### config.mk
export PLATFORM = sky130hd
export DESIGN_NAME = grid_zone_locate_and_neighbourhood_top_flat
export DESIGN_NICKNAME = d
export VERILOG_FILES = /design/src/hdl/gzl_pkg.sv /design/src/hdl/gzl_in_if.sv /design/src/hdl/gzl_out_if.sv /design/src/hdl/grid_zone_locate_and_neighbourhood_top.sv /design/src/hdl/gzl_div.sv /design/src/hdl/gzl_mul.sv /design/src/flat_wrapper.sv
export SDC_FILE = /design/constraint.sdc
export NUM_CORES = 1
export LEC_CHECK = 0
export ABC_AREA = 1
export BUFFER_PORTS_ARGS = -buffer_cell sky130_fd_sc_hd__buf_2
export CORE_AREA = 5 5 262 264
export CTS_BUF_LIST = sky130_fd_sc_hd__clkbuf_8
export DETAILED_ROUTE_END_ITERATION = 10
export DIE_AREA = 0 0 267 269
export GPL_TIMING_DRIVEN = 0
export PLACE_DENSITY = 0.7
export SLEW_MARGIN = 5
export SYNTH_ARGS = -nofsm -noshare
export SYNTH_HDL_FRONTEND = slang
export SYNTH_SLANG_ARGS = --single-unit
### constraint.sdc
create_clock -name clk -period 7.1 [get_ports clk]
set_clock_uncertainty 0.15 [all_clocks]
set_input_delay 0.71 -clock clk [delete_from_list [all_inputs] [get_ports clk]]
set_output_delay 0.71 -clock clk [all_outputs]
set_load 0.01 [all_outputs]
### src/hdl/gzl_pkg.sv
// Shared types and constants of the zone grid block.
// Widths, reset values, register indexes, operation codes and unit request/response structs.
// No dependencies.
package gzl_pkg;

  localparam int COORD_W    = 16;
  localparam int CELL_W     = 15;
  localparam int IDX_W      = 16;
  localparam int RAD_W      = 2;
  localparam int DIV_W      = 17;
  localparam int DIVR_W     = 16;
  localparam int MUL_W      = 16;
  localparam int ZC_W       = 17;
  localparam int CFG_IDX_W  = 3;
  localparam int CFG_DATA_W = 16;
  localparam int MAX_RADIUS = 3;

  localparam logic [ZC_W-1:0] MAX_ZONES = 17'd65536;

  localparam logic signed [COORD_W-1:0] RST_MAP_MIN_X = 16'sd0;
  localparam logic signed [COORD_W-1:0] RST_MAP_MIN_Y = 16'sd0;
  localparam logic signed [COORD_W-1:0] RST_MAP_MAX_X = 16'sd1024;
  localparam logic signed [COORD_W-1:0] RST_MAP_MAX_Y = 16'sd1024;
  localparam logic [CELL_W-1:0]         RST_CELL_SIZE = 15'd64;
  localparam logic [IDX_W-1:0]          RST_COLS      = 16'd16;
  localparam logic [IDX_W-1:0]          RST_ROWS      = 16'd16;
  localparam logic [ZC_W-1:0]           RST_ZONES     = 17'd256;

  typedef enum logic [CFG_IDX_W-1:0] {
    CFG_MAP_MIN_X = 3'd0,
    CFG_MAP_MIN_Y = 3'd1,
    CFG_MAP_MAX_X = 3'd2,
    CFG_MAP_MAX_Y = 3'd3,
    CFG_CELL_SIZE = 3'd4
  } cfg_idx_t;

  typedef enum logic {
    OP_LOCATE = 1'b0,
    OP_NEIGH  = 1'b1
  } op_t;

  typedef struct packed {
    logic              start;
    logic [DIV_W-1:0]  dividend;
    logic [DIVR_W-1:0] divisor;
  } div_req_t;

  typedef struct packed {
    logic              done;
    logic              busy;
    logic [DIV_W-1:0]  quotient;
    logic [DIVR_W-1:0] remainder;
  } div_rsp_t;

  typedef struct packed {
    logic             start;
    logic [MUL_W-1:0] a;
    logic [MUL_W-1:0] b;
  } mul_req_t;

  typedef struct packed {
    logic               done;
    logic               busy;
    logic [2*MUL_W-1:0] product;
  } mul_rsp_t;

endpackage

### src/hdl/gzl_in_if.sv
// Query channel: valid/ready handshake carrying one query item.
// Depends on gzl_pkg for field widths.
interface gzl_in_if import gzl_pkg::*; ();
  logic                      valid;
  logic                      ready;
  logic                      operation;
  logic signed [COORD_W-1:0] pos_x;
  logic signed [COORD_W-1:0] pos_z;
  logic [IDX_W-1:0]          zone_index;
  logic [RAD_W-1:0]          view_radius;

  modport source (output valid, operation, pos_x, pos_z, zone_index, view_radius,
                  input ready);
  modport sink   (input valid, operation, pos_x, pos_z, zone_index, view_radius,
                  output ready);
endinterface

### src/hdl/gzl_out_if.sv
// Result channel: valid/ready handshake carrying one result item.
// Depends on gzl_pkg for field widths.
interface gzl_out_if import gzl_pkg::*; ();
  logic             valid;
  logic             ready;
  logic [IDX_W-1:0] result_index;
  logic             valid_res;
  logic             last;

  modport source (output valid, result_index, valid_res, last, input ready);
  modport sink   (input valid, result_index, valid_res, last, output ready);
endinterface

### src/hdl/grid_zone_locate_and_neighbourhood_top.sv
// Zone grid: locate a position's zone, or list a zone's neighbourhood.
// Locate: two divides (x and y offset by cell size), then a multiply (row by cols) plus the column.
// Neighbourhood: lists the in-grid cells within radius r, scanning one cell per cycle
// unless the output stalls; an invalid zone or an empty grid gives its result without a divide.
// One item at a time, the next taken once the last result is presented; a config write to a
// known index holds off items while the grid is derived again. Sync reset loads the 16 x 16 grid.
module grid_zone_locate_and_neighbourhood_top import gzl_pkg::*; (
  input  logic                  clk,
  input  logic                  rst,
  gzl_in_if.sink                query,
  gzl_out_if.source             result,
  input  logic                  cfg_we,
  input  logic [CFG_IDX_W-1:0]  cfg_index,
  input  logic [CFG_DATA_W-1:0] cfg_data
);

  typedef enum logic [3:0] {
    S_IDLE, S_CFG_COLS, S_CFG_ROWS, S_CFG_ZONES,
    S_LOC_X, S_LOC_Y, S_LOC_MUL, S_LOC_FIN, S_EMIT1,
    S_NB_DIV, S_NB_BACK, S_NB_SCAN, S_NB_FLUSH
  } state_t;

  state_t state;

  logic signed [COORD_W-1:0] map_min_x, map_min_y, map_max_x, map_max_y;
  logic [CELL_W-1:0]         cell_size;
  logic [IDX_W-1:0]          cols, rows;
  logic [ZC_W-1:0]           zone_count;
  logic                      dirty;
  logic                      cfg_hit;

  div_req_t div_req;
  div_rsp_t div_rsp;
  mul_req_t mul_req;
  mul_rsp_t mul_rsp;

  logic [IDX_W-1:0]        y_off, zx, zi, cx, cy, pend_idx, res_idx;
  logic [RAD_W-1:0]        rad, back_cnt;
  logic signed [19:0]      row_base;
  logic signed [2:0]       dx, dy;
  logic                    pend_full, res_valid;
  logic                    out_valid, out_vres, out_last;
  logic [IDX_W-1:0]        out_idx;

  logic [CELL_W-1:0]         cs_eff;
  logic signed [COORD_W:0]   span_x, span_y;
  logic [DIV_W-1:0]          dvd_x, dvd_y;
  logic signed [COORD_W-1:0] xc, yc;
  logic [IDX_W-1:0]          x_off_in, y_off_in;
  logic [RAD_W-1:0]          rad_in;
  logic [31:0]               loc_sum;
  logic signed [2:0]         r_s;
  logic signed [17:0]        nx, ny;
  logic signed [19:0]        idx20;
  logic                      cell_ok, out_free, scan_end, scan_stall;

  gzl_div u_div (.clk(clk), .rst(rst), .req(div_req), .rsp(div_rsp));
  gzl_mul u_mul (.clk(clk), .rst(rst), .req(mul_req), .rsp(mul_rsp));

  always_comb begin
    case (cfg_idx_t'(cfg_index))
      CFG_MAP_MIN_X, CFG_MAP_MIN_Y, CFG_MAP_MAX_X, CFG_MAP_MAX_Y, CFG_CELL_SIZE: cfg_hit = 1'b1;
      default: cfg_hit = 1'b0;
    endcase
  end

  always_ff @(posedge clk) begin
    if (rst) begin
      map_min_x <= RST_MAP_MIN_X;
      map_min_y <= RST_MAP_MIN_Y;
      map_max_x <= RST_MAP_MAX_X;
      map_max_y <= RST_MAP_MAX_Y;
      cell_size <= RST_CELL_SIZE;
    end else if (cfg_we) begin
      case (cfg_idx_t'(cfg_index))
        CFG_MAP_MIN_X: map_min_x <= cfg_data;
        CFG_MAP_MIN_Y: map_min_y <= cfg_data;
        CFG_MAP_MAX_X: map_max_x <= cfg_data;
        CFG_MAP_MAX_Y: map_max_y <= cfg_data;
        CFG_CELL_SIZE: cell_size <= cfg_data[CELL_W-1:0];
        default: ;
      endcase
    end
  end

  assign cs_eff = (cell_size == '0) ? CELL_W'(1) : cell_size;
  assign span_x = {map_max_x[COORD_W-1], map_max_x} - {map_min_x[COORD_W-1], map_min_x};
  assign span_y = {map_max_y[COORD_W-1], map_max_y} - {map_min_y[COORD_W-1], map_min_y};
  assign dvd_x  = (span_x > 17'sd0) ? ($unsigned(span_x) + {2'b00, cs_eff} - 17'd1) : '0;
  assign dvd_y  = (span_y > 17'sd0) ? ($unsigned(span_y) + {2'b00, cs_eff} - 17'd1) : '0;

  assign xc = (query.pos_x < map_min_x) ? map_min_x :
              ((query.pos_x >= map_max_x) ? map_max_x - 16'sd1 : query.pos_x);
  assign yc = (query.pos_z < map_min_y) ? map_min_y :
              ((query.pos_z >= map_max_y) ? map_max_y - 16'sd1 : query.pos_z);
  assign x_off_in = $unsigned(xc - map_min_x);
  assign y_off_in = $unsigned(yc - map_min_y);
  assign rad_in   = (query.view_radius > RAD_W'(MAX_RADIUS)) ? RAD_W'(MAX_RADIUS)
                                                             : query.view_radius;

  assign loc_sum = mul_rsp.product + {16'd0, zx};

  assign r_s      = $signed({1'b0, rad});
  assign nx       = $signed({2'b00, cx}) + $signed({{15{dx[2]}}, dx});
  assign ny       = $signed({2'b00, cy}) + $signed({{15{dy[2]}}, dy});
  assign idx20    = row_base + $signed({{2{nx[17]}}, nx});
  assign cell_ok  = !nx[17] && (nx[16:0] < {1'b0, cols}) &&
                    !ny[17] && (ny[16:0] < {1'b0, rows}) &&
                    !idx20[19] && (idx20[18:0] < {2'b00, zone_count});
  assign out_free   = !out_valid || result.ready;
  assign scan_end   = (dx == r_s) && (dy == r_s);
  assign scan_stall = cell_ok && pend_full && !out_free;

  assign query.ready = (state == S_IDLE) && !dirty;

  always_ff @(posedge clk) begin
    if (rst) begin
      state         <= S_IDLE;
      dirty         <= 1'b0;
      out_valid     <= 1'b0;
      pend_full     <= 1'b0;
      div_req.start <= 1'b0;
      mul_req.start <= 1'b0;
      cols          <= RST_COLS;
      rows          <= RST_ROWS;
      zone_count    <= RST_ZONES;
    end else begin
      div_req.start <= 1'b0;
      mul_req.start <= 1'b0;
      if (out_valid && result.ready) begin
        out_valid <= 1'b0;
      end
      case (state)
        S_IDLE: begin
          if (dirty) begin
            dirty            <= 1'b0;
            div_req.start    <= 1'b1;
            div_req.dividend <= dvd_x;
            div_req.divisor  <= {1'b0, cs_eff};
            state            <= S_CFG_COLS;
          end else if (query.valid) begin
            if (op_t'(query.operation) == OP_LOCATE) begin
              if (zone_count == '0) begin
                res_idx   <= '0;
                res_valid <= 1'b0;
                state     <= S_EMIT1;
              end else begin
                y_off            <= y_off_in;
                div_req.start    <= 1'b1;
                div_req.dividend <= {1'b0, x_off_in};
                div_req.divisor  <= {1'b0, cs_eff};
                state            <= S_LOC_X;
              end
            end else begin
              zi  <= query.zone_index;
              rad <= rad_in;
              if ({1'b0, query.zone_index} >= zone_count) begin
                res_idx   <= '0;
                res_valid <= 1'b0;
                state     <= S_EMIT1;
              end else begin
                div_req.start    <= 1'b1;
                div_req.dividend <= {1'b0, query.zone_index};
                div_req.divisor  <= cols;
                state            <= S_NB_DIV;
              end
            end
          end
        end
        S_CFG_COLS: begin
          if (div_rsp.done) begin
            cols             <= div_rsp.quotient[IDX_W-1:0];
            div_req.start    <= 1'b1;
            div_req.dividend <= dvd_y;
            div_req.divisor  <= {1'b0, cs_eff};
            state            <= S_CFG_ROWS;
          end
        end
        S_CFG_ROWS: begin
          if (div_rsp.done) begin
            rows          <= div_rsp.quotient[IDX_W-1:0];
            mul_req.start <= 1'b1;
            mul_req.a     <= cols;
            mul_req.b     <= div_rsp.quotient[IDX_W-1:0];
            state         <= S_CFG_ZONES;
          end
        end
        S_CFG_ZONES: begin
          if (mul_rsp.done) begin
            zone_count <= (mul_rsp.product > {15'd0, MAX_ZONES}) ? MAX_ZONES
                                                                 : mul_rsp.product[ZC_W-1:0];
            state      <= S_IDLE;
          end
        end
        S_LOC_X: begin
          if (div_rsp.done) begin
            zx               <= div_rsp.quotient[IDX_W-1:0];
            div_req.start    <= 1'b1;
            div_req.dividend <= {1'b0, y_off};
            div_req.divisor  <= {1'b0, cs_eff};
            state            <= S_LOC_Y;
          end
        end
        S_LOC_Y: begin
          if (div_rsp.done) begin
            mul_req.start <= 1'b1;
            mul_req.a     <= div_rsp.quotient[IDX_W-1:0];
            mul_req.b     <= cols;
            state         <= S_LOC_MUL;
          end
        end
        S_LOC_MUL: begin
          if (mul_rsp.done) begin
            state <= S_LOC_FIN;
          end
        end
        S_LOC_FIN: begin
          if (loc_sum < {15'd0, zone_count}) begin
            res_idx   <= loc_sum[IDX_W-1:0];
            res_valid <= 1'b1;
          end else begin
            res_idx   <= '0;
            res_valid <= 1'b0;
          end
          state <= S_EMIT1;
        end
        S_EMIT1: begin
          if (out_free) begin
            out_valid <= 1'b1;
            out_idx   <= res_idx;
            out_vres  <= res_valid;
            out_last  <= 1'b1;
            state     <= S_IDLE;
          end
        end
        S_NB_DIV: begin
          if (div_rsp.done) begin
            cx       <= div_rsp.remainder;
            cy       <= div_rsp.quotient[IDX_W-1:0];
            row_base <= $signed({4'd0, zi}) - $signed({4'd0, div_rsp.remainder});
            back_cnt <= rad;
            state    <= S_NB_BACK;
          end
        end
        S_NB_BACK: begin
          if (back_cnt == '0) begin
            dx    <= -r_s;
            dy    <= -r_s;
            state <= S_NB_SCAN;
          end else begin
            row_base <= row_base - $signed({4'd0, cols});
            back_cnt <= back_cnt - 1'b1;
          end
        end
        S_NB_SCAN: begin
          if (!scan_stall) begin
            if (cell_ok) begin
              if (pend_full) begin
                out_valid <= 1'b1;
                out_idx   <= pend_idx;
                out_vres  <= 1'b1;
                out_last  <= 1'b0;
              end
              pend_idx  <= idx20[IDX_W-1:0];
              pend_full <= 1'b1;
            end
            if (scan_end) begin
              state <= S_NB_FLUSH;
            end else if (dx == r_s) begin
              dx       <= -r_s;
              dy       <= dy + 3'sd1;
              row_base <= row_base + $signed({4'd0, cols});
            end else begin
              dx <= dx + 3'sd1;
            end
          end
        end
        S_NB_FLUSH: begin
          if (out_free) begin
            out_valid <= 1'b1;
            out_idx   <= pend_idx;
            out_vres  <= 1'b1;
            out_last  <= 1'b1;
            pend_full <= 1'b0;
            state     <= S_IDLE;
          end
        end
        default: state <= S_IDLE;
      endcase
      if (cfg_we && cfg_hit) begin
        dirty <= 1'b1;
      end
    end
  end

  assign result.valid        = out_valid;
  assign result.result_index = out_idx;
  assign result.valid_res    = out_vres;
  assign result.last         = out_last;

`ifndef SYNTHESIS
  a_accept_drops_ready: assert property (@(posedge clk) disable iff (rst)
    query.valid && query.ready |=> !query.ready)
    else $error("ready still high after an item was taken");

  a_zone_cap: assert property (@(posedge clk) disable iff (rst)
    zone_count <= MAX_ZONES)
    else $error("zone count above cap");

  a_idle_no_pending: assert property (@(posedge clk) disable iff (rst)
    state == S_IDLE |-> !pend_full)
    else $error("pending neighbour left behind in idle");

  a_flush_has_pending: assert property (@(posedge clk) disable iff (rst)
    state == S_NB_FLUSH |-> pend_full)
    else $error("flush without a pending neighbour");

  a_div_start_idle: assert property (@(posedge clk) disable iff (rst)
    div_req.start |-> !div_rsp.busy)
    else $error("divider started while busy");

  a_mul_start_idle: assert property (@(posedge clk) disable iff (rst)
    mul_req.start |-> !mul_rsp.busy)
    else $error("multiplier started while busy");
`endif

endmodule

### src/hdl/gzl_div.sv
// Bit-serial restoring divider, one quotient bit per cycle.
// Depends on gzl_pkg for widths and the request/response structs.
module gzl_div import gzl_pkg::*; (
  input  logic     clk,
  input  logic     rst,
  input  div_req_t req,
  output div_rsp_t rsp
);

  localparam int CNT_W = $clog2(DIV_W + 1);

  logic [DIV_W-1:0]  q_sh;
  logic [DIVR_W-1:0] rem;
  logic [DIVR_W-1:0] divisor;
  logic [CNT_W-1:0]  cnt;
  logic              busy;
  logic              done;
  logic [DIVR_W:0]   trial;
  logic [DIVR_W:0]   diff;

  assign trial = {rem, q_sh[DIV_W-1]};
  assign diff  = trial - {1'b0, divisor};

  always_ff @(posedge clk) begin
    if (rst) begin
      busy <= 1'b0;
      done <= 1'b0;
      cnt  <= '0;
    end else begin
      done <= 1'b0;
      if (req.start) begin
        q_sh    <= req.dividend;
        rem     <= '0;
        divisor <= req.divisor;
        cnt     <= CNT_W'(DIV_W);
        busy    <= 1'b1;
      end else if (busy) begin
        if (!diff[DIVR_W]) begin
          rem  <= diff[DIVR_W-1:0];
          q_sh <= {q_sh[DIV_W-2:0], 1'b1};
        end else begin
          rem  <= trial[DIVR_W-1:0];
          q_sh <= {q_sh[DIV_W-2:0], 1'b0};
        end
        cnt <= cnt - 1'b1;
        if (cnt == CNT_W'(1)) begin
          busy <= 1'b0;
          done <= 1'b1;
        end
      end
    end
  end

  assign rsp.done      = done;
  assign rsp.busy      = busy;
  assign rsp.quotient  = q_sh;
  assign rsp.remainder = rem;

endmodule

### src/hdl/gzl_mul.sv
// Bit-serial shift-add multiplier, one multiplier bit per cycle.
// Depends on gzl_pkg for widths and the request/response structs.
module gzl_mul import gzl_pkg::*; (
  input  logic     clk,
  input  logic     rst,
  input  mul_req_t req,
  output mul_rsp_t rsp
);

  localparam int CNT_W = $clog2(MUL_W + 1);

  logic [2*MUL_W-1:0] p;
  logic [MUL_W-1:0]   a;
  logic [CNT_W-1:0]   cnt;
  logic               busy;
  logic               done;
  logic [MUL_W:0]     sum;

  assign sum = {1'b0, p[2*MUL_W-1:MUL_W]} + (p[0] ? {1'b0, a} : '0);

  always_ff @(posedge clk) begin
    if (rst) begin
      busy <= 1'b0;
      done <= 1'b0;
      cnt  <= '0;
    end else begin
      done <= 1'b0;
      if (req.start) begin
        p    <= {{MUL_W{1'b0}}, req.b};
        a    <= req.a;
        cnt  <= CNT_W'(MUL_W);
        busy <= 1'b1;
      end else if (busy) begin
        p   <= {sum, p[MUL_W-1:1]};
        cnt <= cnt - 1'b1;
        if (cnt == CNT_W'(1)) begin
          busy <= 1'b0;
          done <= 1'b1;
        end
      end
    end
  end

  assign rsp.done    = done;
  assign rsp.busy    = busy;
  assign rsp.product = p;

endmodule
### src/flat_wrapper.sv
// flat-port wrapper written by rule: the top's interface ports become plain ports
module grid_zone_locate_and_neighbourhood_top_flat import gzl_pkg::*;
  (clk, rst, cfg_we, cfg_index, cfg_data, query_valid, query_operation, query_pos_x, query_pos_z, query_zone_index, query_view_radius, query_ready, result_valid, result_result_index, result_valid_res, result_last, result_ready);
  gzl_in_if query_i ();
  gzl_out_if result_i ();
  input  logic clk;
  input  logic rst;
  input  logic cfg_we;
  input  logic [CFG_IDX_W-1:0] cfg_index;
  input  logic [CFG_DATA_W-1:0] cfg_data;
  input wire logic [$bits(query_i.valid)-1:0] query_valid;
  input wire logic [$bits(query_i.operation)-1:0] query_operation;
  input wire logic [$bits(query_i.pos_x)-1:0] query_pos_x;
  input wire logic [$bits(query_i.pos_z)-1:0] query_pos_z;
  input wire logic [$bits(query_i.zone_index)-1:0] query_zone_index;
  input wire logic [$bits(query_i.view_radius)-1:0] query_view_radius;
  output wire logic [$bits(query_i.ready)-1:0] query_ready;
  output wire logic [$bits(result_i.valid)-1:0] result_valid;
  output wire logic [$bits(result_i.result_index)-1:0] result_result_index;
  output wire logic [$bits(result_i.valid_res)-1:0] result_valid_res;
  output wire logic [$bits(result_i.last)-1:0] result_last;
  input wire logic [$bits(result_i.ready)-1:0] result_ready;
  assign query_i.valid = query_valid;
  assign query_i.operation = query_operation;
  assign query_i.pos_x = query_pos_x;
  assign query_i.pos_z = query_pos_z;
  assign query_i.zone_index = query_zone_index;
  assign query_i.view_radius = query_view_radius;
  assign query_ready = query_i.ready;
  assign result_valid = result_i.valid;
  assign result_result_index = result_i.result_index;
  assign result_valid_res = result_i.valid_res;
  assign result_last = result_i.last;
  assign result_i.ready = result_ready;
  grid_zone_locate_and_neighbourhood_top u_core (.clk(clk), .rst(rst), .query(query_i), .result(result_i), .cfg_we(cfg_we), .cfg_index(cfg_index), .cfg_data(cfg_data));
endmodule
==> results.yml <==
critical_path:
  critPathSlowestCell: "edfxtp_1"
  r2r_start: "u_core.dx[2]"
  critPathLaunchType: "register"
  arrival_ns: 6.63
  cp.required_ns: 7.28
  reg2reg_slack_ns: 0.65
  critPathCaptureType: "register"
  worst_path_most_repeated_cell: "nand2_1"
  slowest_delay_ns: 0.60
  worstSetupPathType: "reg2reg"
  reg2reg_depth: 28
  worst_r2r_endpoint: "u_core.result.result_index[6]"
  worstPathMaxFanout: 17
logic_synthesis:
  synth_seq_cells: 474
  synthesis.area_um2: 35300
  synth_nets: 4918
  ys.flop_type: "edfxtp_1"
  synthCells: 4418
  ys_types: 72
  yosys_warnings: 0
  ys_async_sr_fraction: 0
  synth_edf_count: 323
  avgSynthCellArea_um2: 7.98
  yosysSeqAreaShare: 0.361
global_route:
  grt_max_degree: 24
  grt_overflow: 0
  grt_use_total: 0.287
  grt_pass1_vias: 29700
  grt_pass1_wl_um: 162000
  antenna_found_initial: 5
clocking:
  hold_buffers: 0
  clock_latency_ns: 0.71
  clk_path_buf_depth: 3
  cts_tree: "done"
  htreeDepth: 3
  cts-root-buf: "clkbuf_8"
  clkTransAtPathRegs_ns: 0.06
  cts_sinks: 474
  numCtsBuffers: 84
layout:
  syn_to_final_growth_pct: 10.1
  multi_input_area_um2: 19800
  stdcell_count: 5553
  fill_cells: 6071
  drive_above_1_share: 0.0776
  nNetsFinal: 5107
  ff_latch_area_um2: 12700
power:
  power_frac_clock: 0.301
  p_int_mw: 5.69
  p_switching_mw: 3.28
  p_seq_frac: 0.367
  power_frac_comb: 0.332
  power_density_nw_per_um2: 231
  p_leak_nw: 17.1
  power_mw: 8.97
  irDropWorstVdd_uv: 136
  swShare: 0.365
floorplanning:
  core_area_um2: 66300
  rows: 95
  start_util: 0.532
  dieArea_um2: 71800
  dieWidth_um: 267
  ios: 95
  die_h_um: 269
place:
  dpl.cell_count: 5393
  io_buffers: 93
  gp_congestion: 1.02
  pre_cts_ws_ns: -0.218
  place_hpwl_um: 85100
worst_hold_path:
  hp-start: "query_zone_index[0]"
  holdPathEnd: "u_core.zi[0]"
  hold_class: "in2reg"
  hold_depth: 1
routing:
  routed_via_density: 5.61
  wl_met2_um: 48200
  wl_um: 106000
  wl_per_cell_um: 19.0
  wl_met3_um: 6820
  num_vias: 31100
  remaining_drc_errors: 0
  m1WireLength_um: 44600
  ant_nets: 0
  drt_first_pass_iters: 6
  drtIter0Drc: 2549
  routed.top_layer: "met4"
sta:
  hold_viol_final: 0
  timing.final.ws_setup_ns: 0.648
  fin_crit_ns: 6.45
  fmax_ghz: 0.155
  drv_slew: 0
  whs_ns: 0.0825
  tightest_slew_ns: 1.27
  post-route-period-util: 0.909
  rsz0062_at_grt: "no"
  final-setup-viol-count: 0
  timing.slew.headroom: 0.152
job:
  maxCapViolCount: 0
run_status:
  status: "complete, no violations"
-- sequential cells by signal, summed over array words and instances (netlist names), 17 cells and up --
register / cells
u_core.row_base: 20
u_core.u_mul.p: 32
u_core.zone_count: 17
u_core.mul_req: 33
u_core.u_div.q_sh: 17
u_core.div_req: 34
-- area by class of cell --
| cell class | count | area share |
|---|---|---|
| tap | 873 | 0.0281 |
| buffer | 95 | 0.0103 |
| timing repair buffer | 103 | 0.0160 |
| clock buffer | 102 | 0.0362 |
| multi-input combinational | 3199 | 0.509 |
| clock inverter | 54 | 0.00947 |
| sequential | 474 | 0.328 |
| antenna | 3 | 0.000193 |
| inverter | 650 | 0.0628 |
-- cell families (layout without fill, tap and decap cells) --
logic type      count (synthesis)  after routing  synth area share
xor+xnor                      193            193            0.0488
buf+inv                       745           1004            0.0806
other cells                     0              3                 0
flops                         474            474             0.361
simple gates                 1468           1468             0.180
mux                             2              2          0.000568
compound gates               1111           1111             0.176
fa+ha+maj                     425            425             0.154
-- worst max path at each step --
stage	startpoint	to	slack, ns	cells after the start
2_1_floorplan	u_core.dx[2]	u_core.result.result_index[0]	1.13	28
3_5_place_dp	u_core.dx[2]	u_core.result.result_index[14]	-0.22	28
4_1_cts	u_core.dx[2]	u_core.pend_idx[4]	0.07	26
6_report	u_core.dx[2]	u_core.result.result_index[6]	0.65	28
5_1_grt	u_core.dx[2]	u_core.result.result_index[6]	0.18	28
3_3_place_gp	u_core.dx[2]	u_core.result.result_index[14]	-0.11	28
-- power groups by stage --
stage          clock network (mW)  registers (mW)  logic, mW
6_report                     2.70            3.29       2.98
4_1_cts                      2.73            3.29       2.94
3_3_place_gp                    0            3.35       2.86
5_1_grt                      2.86            3.30       3.35
3_5_place_dp                    0            3.34       2.92
2_1_floorplan                   0            3.31       2.14
-- Yosys cell counts (22+ instances only) --
master	number	area, µm²
nor3_1	73	365
o22ai_1	41	257
a21oi_1	448	2240
a21o_1	22	165
nand3_1	134	671
inv_2	22	82.6
nor2_1	250	938
a31oi_1	30	188
edfxtp_1	323	9700
xnor2_1	64	561
clkbuf_1	80	300
o21ai_0	373	1870
xor2_1	125	1090
nand2_1	861	3230
inv_1	615	2310
o21ai_1	43	215
dfxtp_1	151	3020
nand4_1	45	282
ha_1	411	5140
-- worst max-delay path, delay by kind of cell (launching register included) --
| kind | cells | cell delay [ns] |
|---|---|---|
| AOI/OAI and AO/OA | 10 | 1.97 |
| xor gates and xnor gates | 2 | 0.37 |
| and+or+nand+nor | 11 | 1.71 |
| DFF | 1 | 0.60 |
| buffers and inverters | 2 | 0.17 |
| adders and majority gates | 3 | 1.09 |
-- metal layers --
layer	global-route usage	vias to the layer above
met5	0	-
li1	-	15500
met4	0.136	0
met1	0.372	14300
met3	0.0355	276
met2	0.481	1027
-- cells in the final DEF (no fill, tap or decap), drive strengths merged, types with 20 or more instances in the layout --
| cell | n |
|---|---|
| o21ai | 422 |
| o21bai | 20 |
| nand4 | 48 |
| nand3 | 146 |
| o211ai | 20 |
| inv | 660 |
| nor3 | 86 |
| ha | 411 |
| a21oi | 458 |
| a31oi | 31 |
| dfxtp | 151 |
| buf | 118 |
| a21o | 22 |
| nor4 | 20 |
| xnor2 | 66 |
| nor2 | 254 |
| clkbuf | 182 |
| clkinv | 39 |
| o22ai | 41 |
| nand2 | 881 |
| xor2 | 127 |
| edfxtp | 323 |
-- what timing repair did --
action | CTS | global route
buffers inserted | 0 | 1
pin swaps | 0 | 0
endpoints found under the setup margin | 17 | 53
gates resized for setup | 1 | 1
-- metrics by stage --
stage | util | area (µm²) | setup TNS (ns)
floorplan | - | 35300 | 0
global placement | 0.555 | 36800 | -1.78
detailed placement | 0.558 | 37000 | -3.69
CTS | 0.585 | 38800 | 0
global route | 0.585 | 38800 | 0
finish | 0.585 | 38800 | 0
No activity file was read; power rests on OpenSTA's default activity.
